### config.mk
export PLATFORM = sky130hd
export DESIGN_NAME = id_bitmap_allocator_core_flat
export DESIGN_NICKNAME = d
export VERILOG_FILES = /design/src/hdl/idba_pkg.sv /design/src/hdl/idba_if.sv /design/src/hdl/id_bitmap_allocator_core.sv /design/src/flat_wrapper.sv
export SDC_FILE = /design/constraint.sdc
export NUM_CORES = 1
export LEC_CHECK = 0
export BUFFER_PORTS_ARGS = -buffer_cell sky130_fd_sc_hd__buf_2
export CAP_MARGIN = 25
export CORE_MARGIN = 1
export CORE_UTILIZATION = 45
export CTS_BUF_LIST = sky130_fd_sc_hd__clkbuf_2 sky130_fd_sc_hd__clkbuf_4 sky130_fd_sc_hd__clkbuf_8
export CTS_CLUSTER_SIZE = 20
export DETAILED_ROUTE_END_ITERATION = 10
export PLACE_DENSITY = 0.62
export SYNTH_ARGS = -nofsm -noshare
export SYNTH_HDL_FRONTEND = slang
export SYNTH_SLANG_ARGS = --single-unit
export TNS_END_PERCENT = 20
### constraint.sdc
create_clock -name clk_i -period 6.6 [get_ports clk_i]
set_clock_uncertainty 0.1 [all_clocks]
set_input_delay 1.32 -clock clk_i [delete_from_list [all_inputs] [get_ports clk_i]]
set_output_delay 1.32 -clock clk_i [all_outputs]
set_load 0.03 [all_outputs]
### src/hdl/idba_pkg.sv
// shared types and constants for the id bitmap allocator
`default_nettype none

package idba_pkg;

  localparam int unsigned ID_W    = 8;
  localparam int unsigned COUNT_W = 9;
  localparam int unsigned ID_SPAN = 256;

  typedef logic [ID_W-1:0]    id_t;
  typedef logic [COUNT_W-1:0] count_t;

  localparam logic MODE_ALLOC   = 1'b0;
  localparam logic MODE_RELEASE = 1'b1;

  typedef enum logic [1:0] {
    ST_IDLE = 2'b01,
    ST_SCAN = 2'b10
  } state_e;

endpackage

`default_nettype wire

### src/hdl/idba_if.sv
// request and response channel interfaces of the id bitmap allocator
`default_nettype none

interface idba_req_if;
  import idba_pkg::*;
  logic valid;
  logic ready;
  logic mode;
  id_t  release_id;

  modport source (output valid, output mode, output release_id, input ready);
  modport sink (input valid, input mode, input release_id, output ready);
endinterface

interface idba_rsp_if;
  import idba_pkg::*;
  logic   valid;
  logic   ready;
  id_t    granted_id;
  logic   granted;
  count_t used_count;

  modport source (output valid, output granted_id, output granted, output used_count,
                  input ready);
  modport sink (input valid, input granted_id, input granted, input used_count,
                output ready);
endinterface

`default_nettype wire

### src/hdl/id_bitmap_allocator_core.sv
// id bitmap allocator: first-free allocate and release over a word-wide map memory
// scan: a request reads map words in order from word 0, 1 to NUM_WORDS of them (32 at the
//   defaults); the scan holds on its last word while an earlier response waits
// requests: none is taken while a scan runs; the next is taken the cycle after the scan
// reset: per-word valid flags clear at once, so the whole map reads free without a
//   clearing pass; the used counter clears to zero
`default_nettype none

module id_bitmap_allocator_core #(
  parameter int unsigned NUM_IDS   = 256,
  parameter int unsigned WORD_BITS = 8
) (
  input  wire logic clk_i,
  input  wire logic rst_ni,
  idba_req_if.sink   req_i,
  idba_rsp_if.source rsp_o
);
  import idba_pkg::*;

  localparam int unsigned POOL_SIZE = (NUM_IDS < ID_SPAN) ? NUM_IDS : ID_SPAN;
  localparam int unsigned NUM_WORDS = (POOL_SIZE + WORD_BITS - 1) / WORD_BITS;
  localparam int unsigned AW        = (NUM_WORDS > 1) ? $clog2(NUM_WORDS) : 1;
  localparam int unsigned JW        = (WORD_BITS > 1) ? $clog2(WORD_BITS) : 1;
  localparam int unsigned IW        = 10;

  typedef logic [WORD_BITS-1:0] word_t;

  state_e              state_q, state_d;
  logic                mode_q;
  id_t                 rid_q;
  logic [AW-1:0]       word_q, word_d;
  logic [IW-1:0]       base_q, base_d;
  count_t              count_q, count_d;
  logic [NUM_WORDS-1:0] vld_q;

  word_t               mem [NUM_WORDS];
  word_t               mem_rdata_q;
  logic                rd_vld_q;
  logic                rd_en;
  logic [AW-1:0]       rd_addr;
  logic                wr_en;
  word_t               wr_data;

  logic                out_valid_q;
  id_t                 out_id_q;
  logic                out_granted_q;
  count_t              out_count_q;

  word_t               word_v, pad, free_bits, bit_mask;
  logic                any_free, last_word, hit, rel_set, done, fin, alloc;
  logic [JW-1:0]       free_idx, rel_idx, bit_sel;
  logic [IW-1:0]       rel_off, gid_sum, top_id;

  assign req_i.ready = (state_q == ST_IDLE);
  assign alloc       = (mode_q == MODE_ALLOC);

  // word as stored, free when never written since reset
  assign word_v = rd_vld_q ? mem_rdata_q : '0;

  always_comb begin
    for (int j = 0; j < WORD_BITS; j++) begin
      pad[j] = (base_q + IW'(j)) >= IW'(POOL_SIZE);
    end
  end

  assign free_bits = ~(word_v | pad);
  assign any_free  = |free_bits;

  always_comb begin
    free_idx = '0;
    for (int j = WORD_BITS - 1; j >= 0; j--) begin
      if (free_bits[j]) begin
        free_idx = JW'(j);
      end
    end
  end

  assign last_word = (word_q == AW'(NUM_WORDS - 1));
  assign top_id    = base_q + IW'(WORD_BITS);
  assign hit       = ({2'b00, rid_q} < top_id);
  assign rel_off   = {2'b00, rid_q} - base_q;
  assign rel_idx   = rel_off[JW-1:0];
  assign rel_set   = word_v[rel_idx];
  assign bit_sel   = alloc ? free_idx : rel_idx;
  assign bit_mask  = word_t'(1) << bit_sel;
  assign gid_sum   = base_q + IW'(free_idx);

  assign done = alloc ? (any_free || last_word) : (hit || last_word);
  assign fin  = (state_q == ST_SCAN) && done && (!out_valid_q || rsp_o.ready);

  assign wr_en   = fin && (alloc ? any_free : (hit && rel_set));
  assign wr_data = alloc ? (word_v | bit_mask) : (word_v & ~bit_mask);

  always_comb begin
    state_d = state_q;
    word_d  = word_q;
    base_d  = base_q;
    count_d = count_q;
    rd_en   = 1'b0;
    rd_addr = '0;
    case (state_q)
      ST_IDLE: begin
        if (req_i.valid) begin
          rd_en   = 1'b1;
          word_d  = '0;
          base_d  = '0;
          state_d = ST_SCAN;
        end
      end
      ST_SCAN: begin
        if (!done) begin
          rd_en   = 1'b1;
          rd_addr = word_q + AW'(1);
          word_d  = word_q + AW'(1);
          base_d  = top_id;
        end else if (fin) begin
          state_d = ST_IDLE;
          if (wr_en) begin
            count_d = alloc ? (count_q + COUNT_W'(1)) : (count_q - COUNT_W'(1));
          end
        end
      end
      default: state_d = ST_IDLE;
    endcase
  end

  always_ff @(posedge clk_i or negedge rst_ni) begin
    if (!rst_ni) begin
      state_q     <= ST_IDLE;
      word_q      <= '0;
      base_q      <= '0;
      count_q     <= '0;
      vld_q       <= '0;
      rd_vld_q    <= 1'b0;
      out_valid_q <= 1'b0;
    end else begin
      state_q <= state_d;
      word_q  <= word_d;
      base_q  <= base_d;
      count_q <= count_d;
      if (wr_en) begin
        vld_q[word_q] <= 1'b1;
      end
      if (rd_en) begin
        rd_vld_q <= vld_q[rd_addr];
      end
      if (fin) begin
        out_valid_q <= 1'b1;
      end else if (rsp_o.ready) begin
        out_valid_q <= 1'b0;
      end
    end
  end

  // request payload and response payload
  always_ff @(posedge clk_i) begin
    if (req_i.valid && req_i.ready) begin
      mode_q <= req_i.mode;
      rid_q  <= req_i.release_id;
    end
    if (fin) begin
      out_granted_q <= alloc && any_free;
      out_id_q      <= (alloc && any_free) ? gid_sum[ID_W-1:0] : '0;
      out_count_q   <= count_d;
    end
  end

  // map memory
  always_ff @(posedge clk_i) begin
    if (wr_en) begin
      mem[word_q] <= wr_data;
    end
    if (rd_en) begin
      mem_rdata_q <= mem[rd_addr];
    end
  end

  assign rsp_o.valid      = out_valid_q;
  assign rsp_o.granted_id = out_id_q;
  assign rsp_o.granted    = out_granted_q;
  assign rsp_o.used_count = out_count_q;

endmodule

`default_nettype wire

### src/flat_wrapper.sv
// flat-port wrapper written by rule: the top's interface ports become plain ports
module id_bitmap_allocator_core_flat import idba_pkg::*;
#(
  parameter int unsigned NUM_IDS   = 256,
  parameter int unsigned WORD_BITS = 8
)
  (clk_i, rst_ni, req_i_valid, req_i_mode, req_i_release_id, req_i_ready, rsp_o_valid, rsp_o_granted_id, rsp_o_granted, rsp_o_used_count, rsp_o_ready);
  idba_req_if req_i_i ();
  idba_rsp_if rsp_o_i ();
  input  wire logic clk_i;
  input  wire logic rst_ni;
  input wire logic [$bits(req_i_i.valid)-1:0] req_i_valid;
  input wire logic [$bits(req_i_i.mode)-1:0] req_i_mode;
  input wire logic [$bits(req_i_i.release_id)-1:0] req_i_release_id;
  output wire logic [$bits(req_i_i.ready)-1:0] req_i_ready;
  output wire logic [$bits(rsp_o_i.valid)-1:0] rsp_o_valid;
  output wire logic [$bits(rsp_o_i.granted_id)-1:0] rsp_o_granted_id;
  output wire logic [$bits(rsp_o_i.granted)-1:0] rsp_o_granted;
  output wire logic [$bits(rsp_o_i.used_count)-1:0] rsp_o_used_count;
  input wire logic [$bits(rsp_o_i.ready)-1:0] rsp_o_ready;
  assign req_i_i.valid = req_i_valid;
  assign req_i_i.mode = req_i_mode;
  assign req_i_i.release_id = req_i_release_id;
  assign req_i_ready = req_i_i.ready;
  assign rsp_o_valid = rsp_o_i.valid;
  assign rsp_o_granted_id = rsp_o_i.granted_id;
  assign rsp_o_granted = rsp_o_i.granted;
  assign rsp_o_used_count = rsp_o_i.used_count;
  assign rsp_o_i.ready = rsp_o_ready;
  id_bitmap_allocator_core #(.NUM_IDS(NUM_IDS), .WORD_BITS(WORD_BITS)) u_core (.clk_i(clk_i), .rst_ni(rst_ni), .req_i(req_i_i), .rsp_o(rsp_o_i));
endmodule
Word-level counts from Yosys, hierarchy flattened
Memory sizes are Yosys's and may differ from the RTL's. A register that Yosys moved wholly into a read port is not among the register bits.
Cells that the tools add are included.
{ "word_totals": {"regBits": 87, "mem_bits_rw": 256, "input_bits": 13, "output_inout_bits": 20, "elab_cells": 113, "mem_count": 1} }
{ "mem_list": {"columns": ["name", "words", "word_bits", "rd", "rd_ports_with_merged_regs", "write_ports", "line_no", "rtl"], "rows": [
  ["u_core.mem", 32, 8, 1, 1, 1, "id_bitmap_allocator_core.sv:36", "word_t mem [NUM_WORDS];"]
]} }
{ "classes": {"addsub": 13, "order_cmp": 13, "n_eq_ne": 7, "n_shift": 1, "muxes": 43, "bitwise": 7, "reduce_logical": 16} }
{ "op_table": {"columns": ["cell", "n"], "rows": [
  ["$ge 10x9->1 const B", 8],
  ["$mux 9", 5],
  ["$add 10x3->10 const B", 4],
  ["$or 32x32->32", 1],
  ["$mux 3", 9],
  ["$add 10x2->10 const B", 2],
  ["$mux 10", 2],
  ["$mux 5", 4],
  ["$pmux 10 s2", 1],
  ["$mux 8", 2],
  ["$not 8->8", 2],
  ["$or 8x8->8", 2],
  ["$lt 5x6->1 const B", 2],
  ["$mux 1", 11],
  ["$add 10x1->10 const B", 1],
  ["$add 10x4->10 const B", 1],
  ["$lt 8x10->1", 1],
  ["$pmux 5 s2", 1],
  ["$add 9x1->9 const B", 1],
  ["$sub 9x1->9 const B", 1],
  ["$add 8x3->8", 1],
  ["$and 8x8->8", 1],
  ["$reduce_or 8->1", 1],
  ["$shl 1x3->8 const A", 1],
  ["21 further kinds", 35]
]} }

Logic depth before layout (Yosys ltp)
Gate-level depths: netlist (run 1).
{ "logic_depth": {"ltp_word": 17, "ltp_mapped": 15, "mapped_depth_nobuf": 12} }

Least setup slack after synthesis (run 1)
Ideal clock, no wire load.
{ "synth_timing": {"path_type": "flip-flop to flip-flop", "start": "reg u_core.base_q[3]", "end": "reg u_core.out_granted_q, in the netlist u_core.rsp_o.granted (enable)", "setup_time_ns": 0.393, "arrival_ns": 3.223, "required_time_ns": 6.107, "setup_slack_ns": 2.885, "path_stages_with_launch": 14, "n_path_buf": 3, "synth_period_minus_slack_ns": 3.715, "cell_sequence": "dfrtp_1 ha_1 nand3_1 xnor2_1 inv_1 ha_1 a21oi_1 o221a_2 o31a_1 buf_6 buf_6 buf_2 nand2_1 nor2_1"} }
{ "synth_between": {"elab_chain_len": 9, "elab_cells_between_ends": 25, "cone_classes": "8 x add/sub; 9 x order compare; 1 x mux; 2 x bitwise; 5 x reduce/logical"} }
{ "synth_rtl": {"columns": ["item", "line_no", "rtl"], "rows": [
  ["start: declaration", "id_bitmap_allocator_core.sv:32", "logic [IW-1:0] base_q, base_d;"],
  ["start signal: assignment", "id_bitmap_allocator_core.sv:139", "base_q <= base_d;"],
  ["$add 10x1->10 (tied with other cells)", "id_bitmap_allocator_core.sv:62", "pad[j] = (base_q + IW'(j)) >= IW'(POOL_SIZE);"],
  ["$ge 10x9->1", "id_bitmap_allocator_core.sv:62", null],
  ["$or 8x8->8", "id_bitmap_allocator_core.sv:66", "assign free_bits = ~(word_v | pad);"],
  ["$not 8->8", "id_bitmap_allocator_core.sv:66", null],
  ["$reduce_or 8->1", "id_bitmap_allocator_core.sv:67", "assign any_free = |free_bits;"],
  ["$logic_or 1x1->1", "id_bitmap_allocator_core.sv:88", "assign done = alloc ? (any_free || last_word) : (hit || last_word);"],
  ["$mux 1 (*)", "id_bitmap_allocator_core.sv:88", null],
  ["$logic_and 1x1->1 (*) (2 in series)", "id_bitmap_allocator_core.sv:89", "assign fin = (state_q == ST_SCAN) && done && (!out_valid_q || rsp_o.ready);"],
  ["via u_core.fin", "id_bitmap_allocator_core.sv:50", "logic any_free, last_word, hit, rel_set, done, fin, alloc;"],
  ["end signal: assignment", "id_bitmap_allocator_core.sv:162", "out_granted_q <= alloc && any_free;"],
  ["end: declaration", "id_bitmap_allocator_core.sv:46", "logic out_granted_q;"]
]} }
The timed path passes the listed nets; every way through them passes the cells marked *.
A chain may end at the register's enable or synchronous reset.

Final worst setup path (run 1)
{ "layout_timing": {"start": "reg u_core.word_q[0]", "end": "mem u_core.mem[8][1] (netlist bit) (enable)"} }
{ "layout_between": {"elab_chain_len": 8, "elab_cells_between_ends": 9, "cone_classes": "1 x eq/ne; 3 x mux; 5 x reduce/logical"} }
{ "layout_rtl": {"columns": ["item", "line_no", "rtl"], "rows": [
  ["start: declaration", "id_bitmap_allocator_core.sv:31", "logic [AW-1:0] word_q, word_d;"],
  ["start signal: assignment", "id_bitmap_allocator_core.sv:138", "word_q <= word_d;"],
  ["$eq 5x5->1", "id_bitmap_allocator_core.sv:78", "assign last_word = (word_q == AW'(NUM_WORDS - 1));"],
  ["$logic_or 1x1->1", "id_bitmap_allocator_core.sv:88", null],
  ["$mux 1", "id_bitmap_allocator_core.sv:88", null],
  ["$logic_and 1x1->1 (2 in series)", "id_bitmap_allocator_core.sv:89", null],
  ["$logic_and 1x1->1", "id_bitmap_allocator_core.sv:91", "assign wr_en = fin && (alloc ? any_free : (hit && rel_set));"],
  ["$mux 1", "id_bitmap_allocator_core.sv:170", "if (wr_en) begin"],
  ["$mux 1 (implied by the code)", "id_bitmap_allocator_core.sv:171", "mem[word_q] <= wr_data;"],
  ["end: declaration", "id_bitmap_allocator_core.sv:36", null]
]} }
Several ways; a longest one is shown, not always the timed one.

==> results by group, run 1 <==
Routing
  • Post-Route WL: 40.6 mm
  • DRT Pass-1 Iters: 6
  • Routed wire length per instance: 24.3 um
  • Detail Route Antenna Nets: 0
  • DRT iter0 DRCs: 1,232
  • Via count: around 10,000
  • DRC violations left: 0
  • Vias per Instance: 5.97

Synthesis
  • Post-synth EDFFs: ~290
  • Post-synth design cell area: 15,100 um^2
  • Yosys cell types: 76
  • Area contributors post-synth: edfxtp_1, dfrtp_1, nand2_1, and3_1, ha_1
  • Post-Synth XOR/XNOR Area: 0.00918
  • Yosys warning count: 0
  • Mux cell area share after synthesis: 0.0298
  • Cells after synthesis: ~1,100
  • Seq/Total Area, Yosys: 0.672
  • Post-synth top flop: edfxtp_1
  • Post-Synth Simple-Gate Area: 0.139
  • Area leader, netlist: edfxtp_1
  • Largest family of logic cells by synthesized area: simple AND/OR/NAND/NOR gates
  • Avg Inst Size Synth: 13.4 um^2
  • Synth Area in Compound Gates: 0.104
  • Post-synth top area share: 0.577
  • Post-synthesis async set-or-reset flop share: 0.164
  • Post-synthesis adder-cell area fraction: 0.0195
  • Yosys reg bits: 348
  • Syn nets: 1,169

Clock tree
  • H-Tree Depth: 2
  • Hold Buf Count CTS: 0
  • Sink Count: 348
  • Setup bufs post-CTS: 0
  • Post-CTS sizing: 0
  • CTS Buffer Depth: 3
  • CTS tree: built
  • Total CTS buffers: 57
  • Later-pin clock latency in the skew report: 640 ps
  • Reg clk slew, reported paths: 60 ps
  • Root buffer cell: clkbuf_8

Critical path
  • Crit path largest cell delay: 760 ps
  • Max stage delay cell, worst path: o31a_2
  • WP buf/inv: 1
  • Crit start category: flop
  • CP Class: reg2reg
  • Arr. time, crit path: 4980 ps
  • Critical Path Sink Type: flop
  • Critical Path, Cell by Cell: ha_1 > and3_1 > ha_1 > nor2_1 > o21ai_2 > o31a_2 > o2111a_1 > buf_4 > and3_1
  • Data required time at the worst endpoint: 6770 ps
  • Critical-path maximum fanout: 33
  • Crit path max-delay family: compound AO/OA/AOI/OAI gates

Global routing
  • Largest net degree at the start of global routing: 58
  • Antenna violations before repair: 0
  • Global route total overflow: 0
  • First-pass GRT wire length: 61.1 mm
  • Number of global-route vias before repair: 9,709
  • GRT Resource Usage Total: 0.244

Placed design
  • DP Wirelength: 26.0 mm
  • GP Congestion: 0.933
  • Count of input and output buffers: 32
  • Placed inst area: around 16,000 um^2

Final layout
  • Net count, final: 1,216
  • Share of cells above drive strength 1: 0.196
  • # fillers: between 2,000 and 3,000
  • Area added between synthesis and finish: 13.2%
  • Antenna cells: 0
  • Final design instance area without fill: 17,100 um^2

Power
  • P_sw: slightly below 2 mW
  • Maximum vdd drop: 0.000300 V
  • Sequential Power Share: 0.450
  • Leak: 6.30 nW
  • Clk pwr share: 0.324
  • Switching share of power: 0.312
  • Combinational Power Share: 0.226
  • Total Power: 6.29 mW
  • P_int: about 4.3 mW
  • Pwr dens: between 300 and 400 nW/um^2

Floorplanning
  • Die area: around 34,000 um^2
  • Row count: between 60 and 70
  • # IOs: 33
  • Core area: 32,800 um^2
  • Die height: ~190 um
  • Initial Util: 0.462
  • Die Span X: 185 um

Timing
  • Fmax: 208 MHz
  • Max Slew Vio Count: 0
  • Post-layout min period: just under 5000 ps
  • RSZ-0062 raised after global routing: no
  • Relative slew slack: 0.281
  • Hold Vio Cnt, Final: 0
  • Worst-Margin Slew: 1070 ps
  • Setup TNS: 0 ps
  • Setup violators final: 0
  • Period Utilization, post-route: 0.729

Run
  • Max Cap Violations: 0

Min path
  • Min-Delay Path Class: reg2reg

Outcome
  • Status: completed
stage by stage:
step                hold WS, ps  setup slack, ps  utilization  std cells
floorplan                   330             2880            -       1133
global placement            344             1450        0.481       1558
detailed placement          349             1820        0.484       1563
CTS                         367             1800        0.523       1671
global route                375             1580        0.523       1671
finish                      366             1790        0.523       1671
layout make-up:
cell class	instances	area, um^2	share of cell area
multi-input cells	700	4690	0.274
clock inverters	30	255	0.0149
well taps	442	553	0.0323
flip-flops and latches	348	10200	0.593
repair buffers	54	405	0.0237
inverters	19	71.3	0.00416
clock buffers	78	998	0.0583
cell usage after synthesis (4+ instances only):
cell       count
a2111oi_0      5
a21o_1         7
a21oi_1       33
a31oi_1       14
a32oi_1        8
and2_1        12
and3_1        45
buf_1          5
buf_2         23
buf_6          5
clkbuf_1      30
dfrtp_1       56
edfxtp_1     291
ha_1          22
inv_1         18
mux2_2         6
mux2i_1       27
mux4_2         5
nand2_1      149
nand2b_1      11
nand3_1       30
nand4_1       31
nor2_1        43
nor2b_1        4
nor3_1        16
nor3b_1        7
nor4_1         9
o211ai_1       6
o21ai_0       52
o221a_2       14
o221ai_1      21
o221ai_2       5
o22a_1         5
o22ai_1        5
o31ai_1        4
or2_2         32
xnor2_1        9
xor2_1         5
cells in the final DEF (no fill, tap or decap), drive strengths merged, types with 5 or more instances in the layout:
cell	synthesis	routed
a2111oi	5	5
a21o	7	7
a21oi	35	35
a31oi	14	14
a32oi	8	8
and2	12	12
and3	45	45
buf	36	54
clkbuf	30	78
clkinv	0	24
dfrtp	56	56
edfxtp	291	291
ha	22	22
inv	19	21
mux2	6	6
mux2i	27	27
mux4	5	5
nand2	150	150
nand2b	11	11
nand3	33	33
nand4	31	31
nor2	44	44
nor3	17	17
nor3b	7	7
nor4	11	11
o211ai	6	6
o21ai	54	54
o221a	14	14
o221ai	26	26
o22a	5	5
o22ai	5	5
o31ai	5	5
or2	32	32
xnor2	10	10
xor2	5	5
worst reg2reg max path, delay by kind of cell, from the launching register on:
family	cells	cell delay [ps]
AO/OA/AOI/OAI	3	1580
AND/OR/NAND/NOR	3	850
adder cells (fa/ha/maj)	2	750
flip-flops	1	740
buffers and inverters	1	440
power groups by stage:
stage               registers (mW)  clock network [mW]  logic [mW]
global route                  2.84                2.17        1.52
floorplan                     2.88                   0       0.794
CTS                           2.83                2.06        1.42
detailed placement            2.87                   0        1.42
finish                        2.83                2.04        1.42
global placement              2.87                   0        1.32
logic make-up (layout without fill, tap and decap cells):
| logic type | Yosys count | count (layout) |
|---|---|---|
| and+or+nand+nor | 409 | 409 |
| DFF | 348 | 348 |
| AOI/OAI and AO/OA | 213 | 213 |
| buffers and inverters | 85 | 181 |
| muxes | 38 | 38 |
| adders and majority gates | 23 | 23 |
| xor gates and xnor gates | 15 | 15 |
| other | 2 | 2 |
path summary, 6_finish.rpt:
path,startpoint,endpoint,slack (ps),cells past startpoint
setup / recovery,u_core.word_q[0]$_DFFE_PN0P_,u_core.mem[8][1]$_DFFE_PP_,1790,9
max in group asynchronous,rst_ni,u_core.vld_q[9]$_DFFE_PN0N_,4990,2
setup reg to reg,u_core.word_q[0]$_DFFE_PN0P_,u_core.mem[8][1]$_DFFE_PP_,1790,9
hold / removal,u_core.vld_q[11]$_DFFE_PN0N_,u_core.vld_q[11]$_DFFE_PN0N_,370,1
min in group asynchronous,rst_ni,u_core.state_q[1]$_DFFE_PN0P_,810,2
hold reg to reg,u_core.vld_q[11]$_DFFE_PN0N_,u_core.vld_q[11]$_DFFE_PN0N_,370,1
registers in the layout, indices dropped and copies added (netlist names), 2 cells and up:
register                 count
u_core.mem                 256
u_core.vld_q                32
u_core.count_q               9
u_core.rsp_o.used_count      9
u_core.mem_rdata_q           8
u_core.rid_q                 8
u_core.rsp_o.granted_id      8
u_core.base_q                7
u_core.word_q                5
u_core.state_q               2
metal layers:
layer / share of wire / GRT usage
met1: 0.42 / 0.337
met2: 0.46 / 0.377
met3: 0.080 / 0.0452
met4: 0.037 / 0.105
met5: 0 / 0
No activity file was read; power rests on OpenSTA's default activity.
==> inputs of run 2 (changes only) <==
--- a/config.mk
+++ b/config.mk
@@ -5,6 +5,7 @@
 export SDC_FILE = /design/constraint.sdc
 export NUM_CORES = 1
 export LEC_CHECK = 0
+export ABC_AREA = 1
 export BUFFER_PORTS_ARGS = -buffer_cell sky130_fd_sc_hd__buf_2
 export CAP_MARGIN = 25
 export CORE_MARGIN = 1
@@ -12,7 +13,7 @@
 export CTS_BUF_LIST = sky130_fd_sc_hd__clkbuf_2 sky130_fd_sc_hd__clkbuf_4 sky130_fd_sc_hd__clkbuf_8
 export CTS_CLUSTER_SIZE = 20
 export DETAILED_ROUTE_END_ITERATION = 10
-export PLACE_DENSITY = 0.62
+export PLACE_DENSITY = 0.65
 export SYNTH_ARGS = -nofsm -noshare
 export SYNTH_HDL_FRONTEND = slang
 export SYNTH_SLANG_ARGS = --single-unit
==> constraint.sdc (replaced) <==
create_clock -name clk_i -period 4.18 [get_ports clk_i]
set_clock_uncertainty 0.1 [all_clocks]
set_input_delay 0.836 -clock clk_i [delete_from_list [all_inputs] [get_ports clk_i]]
set_output_delay 0.836 -clock clk_i [all_outputs]
set_load 0.03 [all_outputs]
==> results by group, run 2 <==
Floorplanning
  • Die Span X: 187 um
  • Core area: 33,500 um^2
  • Die height: 187 um
  • Initial Util: 0.458
  • Die area: 34,800 um^2
  • Row count: 67
  • # IOs: 33

Routing
  • Post-Route WL: 37.5 mm
  • Detail Route Antenna Nets: 0
  • DRT iter0 DRCs: roughly 900
  • DRC violations left: 0
  • DRT Pass-1 Iters: 5
  • Vias per Instance: around 5.3
  • Routed wire length per instance: about 19 um
  • Via count: ~11,000

Placed design
  • GP Congestion: 0.886
  • DP Wirelength: approximately 23 mm
  • Dpl cells: 1,897
  • Count of input and output buffers: 32
  • Worst slack at placement: between 400 and 500 ps

Global routing
  • Met1 Track Usage GR: 0.294
  • Antenna violations before repair: 0
  • Met3 usage: 0.0425
  • Global route total overflow: 0
  • GRT Resource Usage Total: 0.219
  • Layer with the highest usage: met2
  • Met2 Use GR: 0.342
  • Largest net degree at the start of global routing: 142
  • First-pass GRT wire length: slightly below 60 mm
  • Number of global-route vias before repair: a little over 10,000

Critical path
  • Critical Path Sink Type: flop
  • Crit start category: flop
  • Arr. time, crit path: 4050 ps
  • CP Class: reg2reg
  • Critical-path maximum fanout: 51
  • Data required time at the worst endpoint: approximately 4500 ps

Timing
  • Worst-Margin Slew: 853 ps
  • Setup ws final: just under 400 ps
  • Relative slew slack: 0.431
  • Setup violators final: 0
  • Period Utilization, post-route: 0.905
  • Fmax: ~260 MHz
  • Setup TNS: 0 ps
  • Max Slew Vio Count: 0
  • RSZ-0062 raised after global routing: no
  • Post-layout min period: 3780 ps
  • Hold Vio Cnt, Final: 0

Final layout
  • Leading registers by flop count: u_core.mem (256), u_core.vld_q (32)
  • Net count, final: 1,544
  • Most frequent cells in the layout: edfxtp_1, nand2_1, inv_1
  • Max reg flops: 256
  • Area added between synthesis and finish: 13.5%
  • Post-Layout Cell Count: 2,003
  • Commonest non-fill, non-tap cell in the layout: edfxtp_1
  • Top reg by flops: u_core.mem
  • Share of cells above drive strength 1: 0.154
  • # fillers: 2,972
  • Antenna cells: 0

Clock tree
  • Later-pin clock latency in the skew report: 640 ps
  • CTS Buffer Depth: 3
  • Reg clk slew, reported paths: 70 ps
  • Root buffer cell: clkbuf_8
  • Setup bufs post-CTS: 0
  • H-Tree Depth: 2
  • Hold Buf Count CTS: 0
  • Post-CTS sizing: 0
  • CTS tree: built
  • Sink Count: 348
  • Total CTS buffers: 57

Synthesis
  • Cells after synthesis: 1,420
  • Yosys reg bits: 348
  • Seq/Total Area, Yosys: 0.662
  • Post-synth EDFFs: 291
  • Area leader, netlist: edfxtp_1
  • Post-synth top flop: edfxtp_1
  • Post-synth design cell area: 15,300 um^2
  • Yosys cell types: 39
  • Cell with the most instances after synthesis: edfxtp_1
  • Area contributors post-synth: edfxtp_1, dfrtp_1, nand2_1, nand3_1, inv_1
  • Yosys warning count: 0
  • Post-synth top area share: 0.569
  • Top cells by count, synth: edfxtp_1, nand2_1, inv_1
  • Post-synthesis async set-or-reset flop share: 0.164
  • Avg Inst Size Synth: 10.8 um^2
  • Syn nets: 1,456

Power
  • Pwr dens: 547 nW/um^2
  • Leak: 7.13 nW
  • Maximum vdd drop: 0.000286 V
  • Total Power: ~9.5 mW

Min path
  • Min-Delay Path Class: in2async

Run
  • Max Cap Violations: 0

Outcome
  • Status: completed
==> run 2: worst max-delay path, cell delays in order (launching register included) <==
cell and delay [ps]:
dfrtp_1 390, ha_1 200, nand2_1 90, o21ai_0 140, o21ai_0 140, ha_1 320
nand2_1 50, inv_1 40, nand2_1 40, nand2_1 50, nand2_1 70, nand2_2 90
buf_4 240, nand3_4 150, inv_2 360, buf_12 280, nand2_1 80, o211ai_1 120
nand3_1 150, nand3_1 150, nand2_1 60, nand2_1 60, nand2_1 60
==> run 2: worst paths after layout <==
check                                        startpoint                               to  slack [ps]  depth (start not counted)
max in group asynchronous                        rst_ni    u_core.state_q[0]$_DFFE_PN1P_        2860                          2
min reg2reg                 u_core.vld_q[8]$_DFFE_PN0N_      u_core.vld_q[8]$_DFFE_PN0N_         360                          2
max                        u_core.base_q[3]$_DFFE_PN0P_  u_core.mem_rdata_q[3]$_DFFE_PP_         400                         22
min                                              rst_ni     u_core.base_q[4]$_DFFE_PN0P_         210                          1
max reg2reg                u_core.base_q[3]$_DFFE_PN0P_  u_core.mem_rdata_q[3]$_DFFE_PP_         400                         22
min in group clk_i                  req_i_release_id[7]        u_core.rid_q[7]$_DFFE_PP_         280                          1
==> run 2: routing by layer <==
layer / up-vias / routed length [um]
met1: 5046 / 16200
met3: 91 / 2500
li1: 5053 / -
met5: - / 0
met4: 0 / 1530
met2: 361 / 17200
==> run 2: kinds of logic (layout without fill, tap and decap cells) <==
group | after synthesis | count (layout) | synth area share
AOI/OAI and AO/OA | 220 | 220 | 0.0858
DFF | 348 | 348 | 0.662
adders and majority gates | 23 | 23 | 0.0192
buffers and inverters | 249 | 384 | 0.0655
muxes | 1 | 1 | 0.000652
xor gates and xnor gates | 10 | 10 | 0.00571
and+or+nand+nor | 567 | 567 | 0.160
other | 2 | 2 | 0.000489
==> run 2: cell type report <==
type | count | area (um^2) | area share
tap | 448 | 561 | 0.0322
clock buffer | 88 | 1040 | 0.0595
multi-input combinational | 823 | 4230 | 0.243
inverter | 183 | 687 | 0.0394
timing repair buffer | 95 | 658 | 0.0378
clock inverter | 18 | 83.8 | 0.00481
sequential | 348 | 10200 | 0.584
==> run 2: power by group <==
group	switching [mW]	total [mW]	internal, mW
logic	1.60	2.14	0.544
registers	0.0879	4.48	4.39
clock network	1.33	2.91	1.57
total	3.02	9.52	6.51
==> run 2: through the flow <==
step / util / hold WS (ps) / instance area, um^2
2_1_floorplan: - / 327 / 15300
3_3_place_gp: 0.486 / 338 / 16300
3_5_place_dp: 0.486 / 345 / 16300
4_1_cts: 0.520 / 189 / 17400
5_1_grt: 0.520 / 245 / 17400
6_report: 0.520 / 207 / 17400
